[src/rtl/core/gvd_ram.sv]
`timescale 1ns / 1ps
// ----------------------------------------------------------------------------
// gvd_ram: generic single-write, single-read RAM
// One write port, one read port, registered read data.
// ----------------------------------------------------------------------------
module gvd_ram #(
   parameter int WIDTH = 8,
   parameter int DEPTH = 64
) (
   input  logic                     clock,
   input  logic                     we,
   input  logic [$clog2(DEPTH)-1:0] wr_addr,
   input  logic [WIDTH-1:0]         wr_data,
   input  logic [$clog2(DEPTH)-1:0] rd_addr,
   output logic [WIDTH-1:0]         rd_data
);
   logic [WIDTH-1:0] mem_ff [DEPTH];
   logic [WIDTH-1:0] rd_data_ff;

   always_ff @(posedge clock) begin
      if (we) begin
         mem_ff[wr_addr] <= wr_data;
      end
      rd_data_ff <= mem_ff[rd_addr];
   end

   assign rd_data = rd_data_ff;
endmodule

[config.mk]
export PLATFORM = sky130hd
export DESIGN_NAME = gvd_ram
export DESIGN_NICKNAME = d
export VERILOG_FILES = /design/src/rtl/core/gvd_ram.sv
export SDC_FILE = /design/constraint.sdc
export NUM_CORES = 1
export LEC_CHECK = 0
export ABC_AREA = 1
export BUFFER_PORTS_ARGS = -buffer_cell sky130_fd_sc_hd__buf_2
export CORE_MARGIN = 2
export CORE_UTILIZATION = 35
export CTS_BUF_LIST = sky130_fd_sc_hd__clkbuf_4 sky130_fd_sc_hd__clkbuf_8
export DETAILED_ROUTE_END_ITERATION = 12
export GPL_ROUTABILITY_DRIVEN = 0
export PLACE_DENSITY_LB_ADDON = 0.2
export SLEW_MARGIN = 20
export SYNTH_ARGS = -nofsm -noshare
export SYNTH_HDL_FRONTEND = slang
export SYNTH_SLANG_ARGS = --single-unit
[constraint.sdc]
create_clock -name clock -period 2.25 [get_ports clock]
set_clock_uncertainty 0.2 [all_clocks]
set_input_delay 0.225 -clock clock [delete_from_list [all_inputs] [get_ports clock]]
set_output_delay 0.225 -clock clock [all_outputs]
set_load 0.005 [all_outputs]
# Word-level counts from Yosys, hierarchy flattened
# Memories as Yosys holds them, arrays and structs flattened. A register that Yosys moved wholly into a read port is not among the register bits.
# Index checks and enable logic that the tools add are counted.
# W data, S select, Z words.
[totals]
reg_bits = 0
mem_bits_rw = 512
in_bits = 22
word_cells = 3
memories = 1
[op_classes]
mux = 2
[mem_list]
columns = ["memory", "words", "width", "rd", "rd_ports_with_merged_regs", "write_ports", "line", "source"]
rows = [
  ["mem_ff", 64, 8, 1, 1, 1, "17", "logic [WIDTH-1:0] mem_ff [DEPTH];"],
]
[ops]
columns = ["operator", "n"]
rows = [
  ["$mux W1", 2],
]

# Longest topological paths before layout
[logic_depth]
word_depth = 2
ltp_mapped = 12
depth_no_buf = 9

# Least setup slack after synthesis
# OpenSTA, ideal clock, no wires.
[synth_timing]
path_type = "input-to-reg"
from = "input port we"
to = "memory mem_ff[48][0], enable pin"
t_arrival_ns = 1.596
t_required_ns = 1.655
path_slack_ns = 0.059
cell_stages = 3
cell_sequence = "clkbuf_1 > nand4_1 > nor4_1"
[synth_via]
elab_chain_len = 2
[synth_lines]
columns = ["element", "line", "source"]
rows = [
  ["from (decl)", "11", "input logic we,"],
  ["$mux W1", "21", "if (we) begin"],
  ["$mux W1 (implied by the code)", "22", "mem_ff[wr_addr] <= wr_data;"],
  ["to (decl)", "17", ""],
]
# Every way passes these cells.

# Final worst setup path
[layout_timing]
from = "input port wr_addr[3]"
to = "memory mem_ff[52][4], enable pin"
[layout_lines]
columns = ["element", "line", "source"]
rows = [
  ["from (decl)", "12", "input logic [$clog2(DEPTH)-1:0] wr_addr,"],
]
# Straight into the memory's write port.

==> impl_results.md <==
- Run status: finished clean
- Asr flop ratio synth: 0
- Clk sinks: 520
- Yosys warns: 0
- Post-synth top flop: edfxtp_1
- Most frequent cell after synthesis: nand2_1
- Worst-Skew Late Latency: 670 ps
- CTS tree: yes
- Tot GR Track Use: 0.1878
- Net Count, Synth: 1,827
- Initial antenna violation count: 3
- Wire per inst: 20.77 um
- First-pass GRT wire length: 88,930 um
- Vias: 14,130
- Drt drc: 0
- Port Buf Inserts: 29
- Worst path cell trace: dlygate4sd3_1 > buf_2 > inv_1 > nand4_1 > buf_4 > nor4_2 > dlygate4sd3_1 > buf_4
- Die X: 250.9 um
- Fmax: 461.3 MHz
- Worst rel slew slack: 0.6618
- DR pass1 iterations: 5
- Die Area: 62,960 um^2
- Vias in the first global route: 14,080
- CP peak stage delay: 580 ps
- Pwr per Cell Area: 824.1 nW/um^2
- Worst Setup Start Kind: input pin
- Worst slack, placed: 34.61 ps
- Max cap viols: 0
- Post-synthesis sequential area ratio: 0.7280
- Crit-path slowest cell: dlygate4sd3_1
- Worst EP arrival: 2330 ps
- Minimum clock period: 2168 ps
- Crit Path Class: input pin to flop
- Hold Fails Final Rpt: 0
- Synth top cells by count: nand2_1 (648), edfxtp_1 (512), nand3_1 (439), nor2_1 (56), buf_2 (37)
- Dpl cells: 2,626
- EDFF count, synth: 512
- Post-route ant nets: 0
- Final hold slack: 87.50 ps
- Root Driver: clkbuf_8
- Pin count of the biggest net entering global routing: 65
- Routed WL: 58,360 um
- Die Ht: 250.9 um
- Distinct cells, synth: 16
- Yosys reg bits: 520
- Crit. End Element: flop
- Htree depth: 3
- CTS clk-pin slew, worst paths: 60 ps
- Clock Tree Buf Depth: 3
- Count of pins over their slew limit: 0
- Detail Placement HPWL: 33,800 um
- Final core utilization: 0.4121
- Yosys top cell area share: 0.7205
- Total CTS buffers: 91
- Min-delay worst type: input pin to flop
- Leak: 9.119 nW
- Area Overhead vs Synth: 16.56%
- Setup WS post-layout: 82.16 ps
- Initial Util: 0.3535
- Syn Area/Cell: 11.82 um^2
- RSZ-0062 raised after global routing: no
- Synth area leader: edfxtp_1
- Worst-Margin Slew: 505.8 ps
- Fin cells: 2,810
- Starting DRT DRC Count: 1,289
- Crit path max fanout: 8
- Via/cell ratio: 5.028
- Fin area: 24,870 um^2
- Final setup fails: 0
- Setup total negative slack: 0 ps
- Diode count: 0
- Area of the core: 60,360 um^2
- Layout cells sized above 1: 0.1494
- Syn Std Cell Area: 21,340 um^2
- Period Utilization, post-route: 0.9635
- Cell Rows: 90
- Area contributors post-synth: edfxtp_1 (72%), nand2_1 (11%), nand3_1 (10%), buf_6 (1.8%), nor2_1 (0.99%)
- Placed Instance Area: 22,930 um^2
- # IOs: 30
- Nets: 1,977
- Post-CTS repair timing setup buffer count: 0
- CP required: 2410 ps
- Pwr Total: 20.50 mW
- Grt ovf: 0
- Peak supply drop: 0.4241 mV
- Mapped Cells: 1,805
metal layers:
metal / GRT usage / routed length (um)
met1: 0.2642 / 27070
met2: 0.2973 / 26690
met3: 0.03852 / 3369
met4: 0.04983 / 1200
met5: 0 / 23
what timing repair did:
item | CTS | global route
hold buffers | 18 | 0
setup endpoints to repair | 0 | 8
hold endpoints to repair | 580 | 0
resized for setup | 0 | 1
logic make-up (layout without fill, tap and decap cells):
group | after synthesis | in the layout | share of synthesized area
and+or+nand+nor | 1160 | 1160 | 0.2318
DFF | 520 | 520 | 0.7280
buffers and inverters | 125 | 348 | 0.04022
critical path, delay by kind of cell:
family	cells	cell delay (ps)
and+or+nand+nor	2	280
buffers and inverters	6	1810
flip-flops by register name, summed over array words and instances (netlist names):
register  flops
mem_ff      512
rd_data       8
power by group:
part	switching (mW)	internal, mW	total [mW]
registers	0.0341	10.7	10.8
logic	0.987	0.409	1.40
clock network	3.81	4.54	8.34
final cells by class:
class | instances | area (um^2)
timing repair buffer | 170 | 1598
clock buffer | 127 | 1541
multi-input combinational | 1160 | 4952
fill | 5747 | 35490
tap | 782 | 978.4
clock inverter | 39 | 212.7
sequential | 520 | 15530
inverter | 12 | 55.05
cells in the final DEF, fill, tap and decap left out, drive strengths merged:
cell type      n
clkinvlp       5
nand3        439
nor2          56
nand2        648
inv           13
buf          151
clkinv        32
clkbuf       128
edfxtp       512
nand4          9
dfxtp          8
bufinv         1
nor4           8
dlygate4sd3   18
final timing paths:
path                      startpoint                       to  slack, ps  cells past startpoint
max                       wr_addr[3]  mem_ff[52][4]$_DFFE_PP_         80                      8
min reg2reg  mem_ff[28][4]$_DFFE_PP_       rd_data[4]$_DFF_P_        590                      8
max reg2reg  mem_ff[42][5]$_DFFE_PP_       rd_data[5]$_DFF_P_        190                      9
min                       wr_addr[4]  mem_ff[29][7]$_DFFE_PP_         90                      4
No activity file was read; power rests on OpenSTA's default activity.
