## src/rtl/core/gvd_pkg.sv

```systemverilog
`timescale 1ns / 1ps
// ----------------------------------------------------------------------------
// gvd_pkg: shared types and codes for the degree-bucket graph block
// Field widths, request and status codes, and the degree unit's command set.
// ----------------------------------------------------------------------------
package gvd_pkg;

   localparam int MAX_VERTICES_DEF = 64;

   localparam int REQ_TYPE_W = 2;
   localparam int VERTEX_W   = 6;
   localparam int STATUS_W   = 2;
   localparam int COUNT_W    = 7;
   localparam int BKT_W      = 2;

   localparam int NUM_BUCKETS = 4;
   localparam int TOP_BUCKET  = 3;

   localparam logic [COUNT_W-1:0] VERTEX_COUNT_RST = 7'd64;

   // request codes
   localparam logic [REQ_TYPE_W-1:0] REQ_RESET_GRAPH      = 2'd0;
   localparam logic [REQ_TYPE_W-1:0] REQ_INSERT_EDGE      = 2'd1;
   localparam logic [REQ_TYPE_W-1:0] REQ_DELETE_VERTEX    = 2'd2;
   localparam logic [REQ_TYPE_W-1:0] REQ_DELETE_NEIGHBORS = 2'd3;

   // status codes
   localparam logic [STATUS_W-1:0] STATUS_OK        = 2'd0;
   localparam logic [STATUS_W-1:0] STATUS_ABSENT    = 2'd1;
   localparam logic [STATUS_W-1:0] STATUS_SELF_LOOP = 2'd2;

   // degree unit commands
   typedef logic [2:0] gvd_op_type;
   localparam gvd_op_type UPD_NONE = 3'd0;
   localparam gvd_op_type UPD_LOAD = 3'd1;
   localparam gvd_op_type UPD_INC  = 3'd2;
   localparam gvd_op_type UPD_DEC  = 3'd3;
   localparam gvd_op_type UPD_DROP = 3'd4;

   typedef struct packed {
      logic [COUNT_W-1:0] present;
      logic [COUNT_W-1:0] deg0;
      logic [COUNT_W-1:0] deg1;
      logic [COUNT_W-1:0] deg2;
      logic [COUNT_W-1:0] deg3plus;
   } gvd_counts_type;

endpackage

```

## src/rtl/core/gvd_degree_unit.sv

```systemverilog
`timescale 1ns / 1ps
// ----------------------------------------------------------------------------
// gvd_degree_unit: shared degree step and bucket bookkeeping
// Steps a degree by one up or down, moving the vertex between degree buckets,
// drops or loads vertices; keeps the present total and four bucket counters.
// ----------------------------------------------------------------------------
module gvd_degree_unit #(
   parameter int MAX_VERTICES = gvd_pkg::MAX_VERTICES_DEF
) (
   input  logic                                clock,
   input  logic                                reset,
   input  gvd_pkg::gvd_op_type                 upd_op,
   input  logic [$clog2(MAX_VERTICES)-1:0]     deg_in,
   input  logic [$clog2(MAX_VERTICES+1)-1:0]   load_count,
   output logic [$clog2(MAX_VERTICES)-1:0]     deg_out,
   output gvd_pkg::gvd_counts_type             counts
);
   import gvd_pkg::*;

   localparam int DEG_W = $clog2(MAX_VERTICES);
   localparam int CNT_W = $clog2(MAX_VERTICES + 1);

   logic [CNT_W-1:0] bucket_ff [NUM_BUCKETS];
   logic [CNT_W-1:0] bucket_in [NUM_BUCKETS];
   logic [CNT_W-1:0] present_ff;
   logic [CNT_W-1:0] present_in;
   logic [BKT_W-1:0] old_bkt;
   logic [BKT_W-1:0] new_bkt;
   logic             take;
   logic             give;

   function automatic logic [BKT_W-1:0] bucket_of(input logic [DEG_W-1:0] deg);
      bucket_of = (deg >= DEG_W'(TOP_BUCKET)) ? BKT_W'(TOP_BUCKET) : deg[BKT_W-1:0];
   endfunction

   assign deg_out = (upd_op == UPD_INC) ? deg_in + DEG_W'(1) : deg_in - DEG_W'(1);
   assign old_bkt = bucket_of(deg_in);
   assign new_bkt = bucket_of(deg_out);
   assign take    = (upd_op == UPD_INC) || (upd_op == UPD_DEC) || (upd_op == UPD_DROP);
   assign give    = (upd_op == UPD_INC) || (upd_op == UPD_DEC);

   always_comb begin
      present_in = present_ff;
      for (int b = 0; b < NUM_BUCKETS; b++) begin
         bucket_in[b] = bucket_ff[b];
      end
      unique case (upd_op)
         UPD_LOAD: begin
            present_in = load_count;
            for (int b = 0; b < NUM_BUCKETS; b++) begin
               bucket_in[b] = (b == 0) ? load_count : '0;
            end
         end
         UPD_INC, UPD_DEC, UPD_DROP: begin
            for (int b = 0; b < NUM_BUCKETS; b++) begin
               bucket_in[b] = bucket_ff[b]
                            - CNT_W'(take && (old_bkt == BKT_W'(b)))
                            + CNT_W'(give && (new_bkt == BKT_W'(b)));
            end
            if (upd_op == UPD_DROP) begin
               present_in = present_ff - CNT_W'(1);
            end
         end
         default: begin
            present_in = present_ff;
         end
      endcase
   end

   always_ff @(posedge clock) begin
      if (reset) begin
         present_ff <= '0;
         for (int b = 0; b < NUM_BUCKETS; b++) begin
            bucket_ff[b] <= '0;
         end
      end else begin
         present_ff <= present_in;
         for (int b = 0; b < NUM_BUCKETS; b++) begin
            bucket_ff[b] <= bucket_in[b];
         end
      end
   end

   assign counts.present  = COUNT_W'(present_ff);
   assign counts.deg0     = COUNT_W'(bucket_ff[0]);
   assign counts.deg1     = COUNT_W'(bucket_ff[1]);
   assign counts.deg2     = COUNT_W'(bucket_ff[2]);
   assign counts.deg3plus = COUNT_W'(bucket_ff[3]);

`ifndef SYNTHESIS
   a_buckets_sum: assert property (@(posedge clock) disable iff (reset)
      (CNT_W+2)'(bucket_ff[0]) + (CNT_W+2)'(bucket_ff[1]) + (CNT_W+2)'(bucket_ff[2])
         + (CNT_W+2)'(bucket_ff[3]) == (CNT_W+2)'(present_ff))
      else $error("bucket counts do not add up to the present total");

   a_drop_nonempty: assert property (@(posedge clock) disable iff (reset)
      (upd_op == UPD_DROP) |-> (present_ff != '0))
      else $error("vertex dropped from an empty graph");

   a_dec_nonzero: assert property (@(posedge clock) disable iff (reset)
      (upd_op == UPD_DEC) |-> (deg_in != '0))
      else $error("degree stepped below zero");
`endif
endmodule

```

## config.mk

```make
export PLATFORM = sky130hd
export DESIGN_NAME = gvd_degree_unit
export DESIGN_NICKNAME = d
export VERILOG_FILES = /design/src/rtl/core/gvd_pkg.sv /design/src/rtl/core/gvd_degree_unit.sv
export SDC_FILE = /design/constraint.sdc
export NUM_CORES = 1
export LEC_CHECK = 0
export BUFFER_PORTS_ARGS = -buffer_cell sky130_fd_sc_hd__buf_2
export CAP_MARGIN = 20
export CELL_PAD_IN_SITES_DETAIL_PLACEMENT = 2
export CELL_PAD_IN_SITES_GLOBAL_PLACEMENT = 2
export CORE_UTILIZATION = 25
export DETAILED_ROUTE_END_ITERATION = 8
export GPL_TIMING_DRIVEN = 0
export PLACE_DENSITY = 0.71
export SETUP_SLACK_MARGIN = 0.1
export SLEW_MARGIN = 40
export SYNTH_ARGS = -nofsm -noshare
export SYNTH_HDL_FRONTEND = slang
export SYNTH_SLANG_ARGS = --single-unit
```

## constraint.sdc

```tcl
create_clock -name clock -period 3.6 [get_ports clock]
set_input_delay 0.18 -clock clock [delete_from_list [all_inputs] [get_ports clock]]
set_output_delay 0.18 -clock clock [all_outputs]
set_load 0.02 [all_outputs]
```

== Yosys cells after proc, flatten, opt, wreduce, memory -nomap -nowiden ==
Memories as Yosys holds them, arrays and structs flattened.
Cells that the tools add are included.

* Memories: 1
* Output and inout bits: 41
* Bits in writable memories: 28
* Register bits: 7
* Input bits: 18
* Word-level logic and storage cells: 58

{| class="wikitable"
|+ Memories
! memory !! words !! width !! rd ports !! clocked after memory_dff !! write ports !! RTL line !! text
|-
| bucket_ff || 4 || 7 || 4 || 0 || 4 || gvd_degree_unit.sv:23 || <nowiki>logic [CNT_W-1:0] bucket_ff [NUM_BUCKETS];</nowiki>
|}

* Eq/ne operators: 11
* Bitwise logic cells: 4
* Reduce and logical (&&, ||, !) cells: 15
* Order comparisons: 2
* Add/sub/neg operators: 11
* Muxes and demuxes: 13

{| class="wikitable"
|+ Operator list
! kind !! count
|-
| 28-bit one-hot mux with 2 select lines || 1
|-
| 7-bit two-way mux || 5
|-
| 7-bit by 1-bit adder with 7-bit output || 4
|-
| 7-bit by 1-bit subtractor with 7-bit output || 4
|-
| 7-bit one-hot mux with 2 select lines || 1
|-
| 6-bit by 2-bit greater-or-equal comparator with 1-bit output (second input constant) || 2
|-
| 2-bit == test (second input constant) || 4
|-
| 1-bit logical AND || 8
|-
| 7-bit by 1-bit subtractor with 7-bit output (second input constant) || 1
|-
| 6-bit by 1-bit adder with 6-bit output (second input constant) || 1
|-
| 3-bit by 2-bit == test with 1-bit output (second input constant) || 2
|-
| 6-bit two-way mux || 1
|-
| 6-bit by 1-bit subtractor with 6-bit output (second input constant) || 1
|-
| 2-bit by 1-bit == test with 1-bit output (second input constant) || 2
|-
| 2-bit logical NOT || 2
|-
| 2-bit two-way mux || 2
|-
| 1-bit OR || 4
|-
| 3-bit by 1-bit == test with 1-bit output (second input constant) || 1
|-
| 3-bit == test (second input constant) || 1
|-
| 1-bit two-way mux || 3
|-
| 3-bit OR reduction || 1
|-
| 1-bit logical OR || 2
|-
| 2-bit inequality test (second input constant) || 1
|-
| 2-bit AND reduction || 1
|-
| 2-bit nonzero test || 1
|}

== Longest topological paths before layout ==
* Depth in word-level cells: 9
* Gate-level depth with buffers: 16
* Gate-level depth less buffers: 15

== Worst setup path after synthesis ==
Ideal clock, no wire load.

* Kind: input to register
* From: input upd_op[2]
* To: memory bucket_ff[3][6] (netlist bit)
* Library setup time: 0.133 ns
* Data arrival time: 3.889 ns
* Stages on the path: 16
* Path buffers: 1
* Data required time: 3.467 ns
* Slack: -0.422 ns
* Path through: buf_6 -> nor2b_4 -> nand2b_1 -> fa_1 -> a21o_1 -> a21oi_2 -> xnor2_1 -> or4_4 -> o31a_1 -> ha_1 -> fa_1 -> a211oi_1 -> nor4b_1 -> a2111oi_1 -> or2_1 -> a31oi_1

{| class="wikitable"
|+ RTL lines
! item !! RTL line !! text
|-
| from (decl) || gvd_degree_unit.sv:12 || <nowiki>input gvd_pkg::gvd_op_type upd_op,</nowiki>
|-
| to (decl) || gvd_degree_unit.sv:23 ||
|}

==> summary.txt <==
Drt
  • Drc violations: 8
  • Total Wirelength: 10100 µm
  • Routed wire per std cell: ~18 µm
  • Via/cell ratio: 5.16
  • First drt pass iteration count: 6
  • Via count: slightly below 3000
  • DRT iter0 DRCs: 96
  • Antenna violation net count after detailed routing: 0

Floorplan
  • Std cell rows: 39
  • Chip width: 111 µm
  • # IOs: around 60
  • CORE AREA: 0.0116 mm²
  • Die height: between 100 and 150 µm
  • Initial Utilization: 0.259
  • Die Area: roughly 0.012 mm²

STA
  • Fin. Hold Viols: 0
  • Final Setup Violations: 1
  • Relative slew slack: 0.446
  • Final hold slack: roughly 180 ps
  • Max Clock Skew: 4.78 ps
  • RSZ-0062 raised after global routing: yes
  • Fmax: between 0.2 and 0.3 GHz
  • Period utilisation layout: 1.00
  • Tightest Pin Transition: ~830 ps
  • Slew Viols, Final: 0
  • Setup WS post-layout: -8.27 ps
  • Min cycle time layout: about 3600 ps

Worst setup path
  • Maximum fanout along the worst path: 6
  • Crit start category: primary input
  • Reg-to-reg endpoint: bucket_ff[0][6]$_SDFFE_PP0P_
  • R2R setup slack: roughly 1100 ps
  • Critical Path Source: upd_op[1]
  • Worst path required time: around 3800 ps
  • CP Capture Point: bucket_ff[3][6]$_SDFFE_PP0P_
  • RR Startpoint: bucket_ff[0][0]$_SDFFE_PP0P_
  • Critical Path Sink Type: flip-flop
  • Worst r2r path cells: 10
  • WP data arrival: about 3800 ps
  • Critical path class: in -> reg

Yosys
  • Mapped Avg Cell Area: approximately 8.3 µm²
  • Number of synthesized flops with an enable pin: 0
  • Synth cell types: between 50 and 60
  • Register area share after synthesis: 0.234
  • Post-synth top area cell: dfxtp_1
  • Net count after synthesis: 417
  • Leading post-synthesis cells by cell area: dfxtp_1 (23%), ha_1 (15%), inv_1 (4.6%)
  • Async S/R FF share, synth: 0
  • Synth top area share: 0.234
  • Main flop type after synthesis: dfxtp_1
  • Post-Synthesis Cells: 359
  • Synth warn: 0
  • Syn Std Cell Area: between 0.002 and 0.003 mm²
  • Synthesized flop and latch total: 35

Clock tree
  • Clock Latency Late Sink: 290 ps
  • Root buffer cell: clkbuf_16
  • H-tree depth: 2
  • CTS tree: done
  • Total CTS buffers: 5
  • Clock sink count: 35
  • CTS Buffer Depth: 2
  • Clock-pin transition on the worst setup and hold timing paths: ~60 ps
  • CTS Hold Bufs: 0

Placement
  • Placed insts: 558
  • Post-DP HPWL: between 7000 and 8000 µm
  • Port bufs: 56
  • Routability-driven placement congestion ratio: roughly 0.78

Hold path
  • HP Start: load_count[4]
  • Worst hold path class: in -> reg

Power
  • Leakage: approximately 1.6 nW
  • Peak supply drop: around 0.00014 V
  • PD cells: approximately 420 mW/mm²

Layout
  • Diode count: 0
  • Layout Cells excl Fill: roughly 570
  • Reg area: 701 µm²
  • Area growth from synthesis to layout: 25.7%
  • Area of the multi-input gates: 0.00217 mm²
  • Share of layout cells above drive strength 1: 0.244
  • Fin nets: between 400 and 500
  • FILL cells: about 1300

GRT
  • Grt ovf: 0
  • Largest net degree at the start of global routing: 11
  • GRT Total Usage: 0.169
  • Number of global-route vias before repair: 3237
  • Initial antenna violation count: 0
  • First-pass GRT wire length: around 17000 µm

Status
  • Run status: finished, violations left
  • Failing checks: design-rule violations, negative setup slack

Flow run
  • Max-cap violations: 0
-- per-stage QoR --
stage / instance area (µm²) / util / power [mW] / setup TNS [ps] / setup WS, ps
CTS: 3740 / 0.323 / 1.58 / -72.1 / -72.1
detailed placement: 3490 / 0.302 / 1.05 / -1510 / -584
finish: 3760 / 0.325 / 1.57 / -8.27 / -8.27
floorplan: 3030 / - / 0.868 / -115 / -115
global route: 3760 / 0.325 / 1.67 / -313 / -213
global placement: 3490 / 0.302 / 1.01 / -931 / -452
-- logic make-up (layout without fill, tap and decap cells) --
| logic type | count (synthesis) | in the layout | share of synthesized area |
|---|---|---|---|
| buf+inv | 50 | 121 | 0.0686 |
| compound gates | 108 | 108 | 0.248 |
| xor+xnor | 18 | 18 | 0.0615 |
| fa+ha+maj | 40 | 40 | 0.180 |
| simple gates | 106 | 106 | 0.201 |
| mux | 2 | 2 | 0.00669 |
| flops | 35 | 35 | 0.234 |
-- routing by layer --
layer	vias to the layer above	track usage	wire (µm)
met5	-	0	0
met4	0	0.0324	75
met3	7	0.0310	326
met2	41	0.313	5160
met1	1474	0.202	4500
li1	1437	-	-
-- final cells by class --
cell class | instances | area share
Multi-Input combinational cell | 274 | 0.578
Inverter | 37 | 0.0369
Clock buffer | 6 | 0.0343
Timing Repair Buffer | 64 | 0.0912
Sequential cell | 35 | 0.186
Tap cell | 143 | 0.0476
Clock inverter | 1 | 0.00798
Buffer | 13 | 0.0176
-- critical path, stage by stage --
cell	delay, ps
buf_4	130
nor2b_4	190
nand2b_4	100
buf_4	150
ha_1	350
xor2_2	220
or4_4	530
o31a_1	260
ha_2	180
fa_2	370
a211oi_4	250
nor4b_1	100
a2111oi_1	380
buf_4	180
a21oi_1	80
a31oi_1	160
-- sequential cells by signal, indices dropped and copies added, names as in the netlist --
signal      flops
present_ff      7
bucket_ff      28
-- worst min path at each step --
stage / endpoint / slack, ps / cells past startpoint
floorplan: bucket_ff[0][4]$_SDFFE_PP0P_ / 330 / 2
CTS: bucket_ff[0][4]$_SDFFE_PP0P_ / 180 / 3
finish: bucket_ff[0][4]$_SDFFE_PP0P_ / 180 / 3
global route: bucket_ff[0][3]$_SDFFE_PP0P_ / 210 / 3
detailed placement: bucket_ff[2][6]$_SDFFE_PP0P_ / 460 / 1
global placement: bucket_ff[1][6]$_SDFFE_PP0P_ / 450 / 1
-- synthesized netlist by cell type, types with 2 or more instances --
master / count
a21oi_1: 22
a2111oi_2: 2
o32a_1: 2
a211oi_1: 10
a31oi_1: 6
o31ai_1: 2
nand3_1: 5
buf_2: 8
xor2_1: 10
or3_1: 4
o211ai_1: 2
nand3b_1: 3
nand2_1: 15
a21o_1: 11
dfxtp_1: 35
clkbuf_1: 4
o21ai_0: 10
xnor2_1: 6
or2_1: 4
nor3b_1: 9
o21a_1: 7
o21ai_1: 9
or4b_1: 2
ha_1: 35
mux2i_1: 2
o21bai_1: 2
nand2b_1: 5
a22oi_1: 13
nor4b_1: 5
nor4_1: 5
nor3_1: 5
nor2b_1: 3
nor2_1: 31
inv_1: 37
fa_1: 5
-- where the power goes --
| part | internal, mW | total [mW] | switching, mW |
|---|---|---|---|
| combinational | 0.252 | 0.606 | 0.354 |
| sequential | 0.427 | 0.468 | 0.0409 |
| clock | 0.323 | 0.497 | 0.173 |
| total | 1.00 | 1.57 | 0.568 |
-- timing repair --
action	4_1_cts	5_1_grt
pin swaps	5	4
setup endpoints to repair	3	5
resized for setup	7	1
setup buffers	6	2
-- cell usage in the layout, fill, tap and decap left out, drive strengths merged, types with 3 or more instances in the layout --
cell,count
a21o,11
or2,4
dfxtp,35
o21a,7
xnor2,7
ha,35
or3,4
nand3,5
nand2,16
fa,5
nand2b,5
nor4,6
nor4b,5
a31oi,7
nor3,5
nor3b,10
o21ai,19
buf,73
a2111oi,3
inv,37
xor2,11
a21oi,23
a211oi,11
nor2,31
nor2b,4
nand3b,3
a22oi,13
clkbuf,10
(Power assumes the default switching activity.)
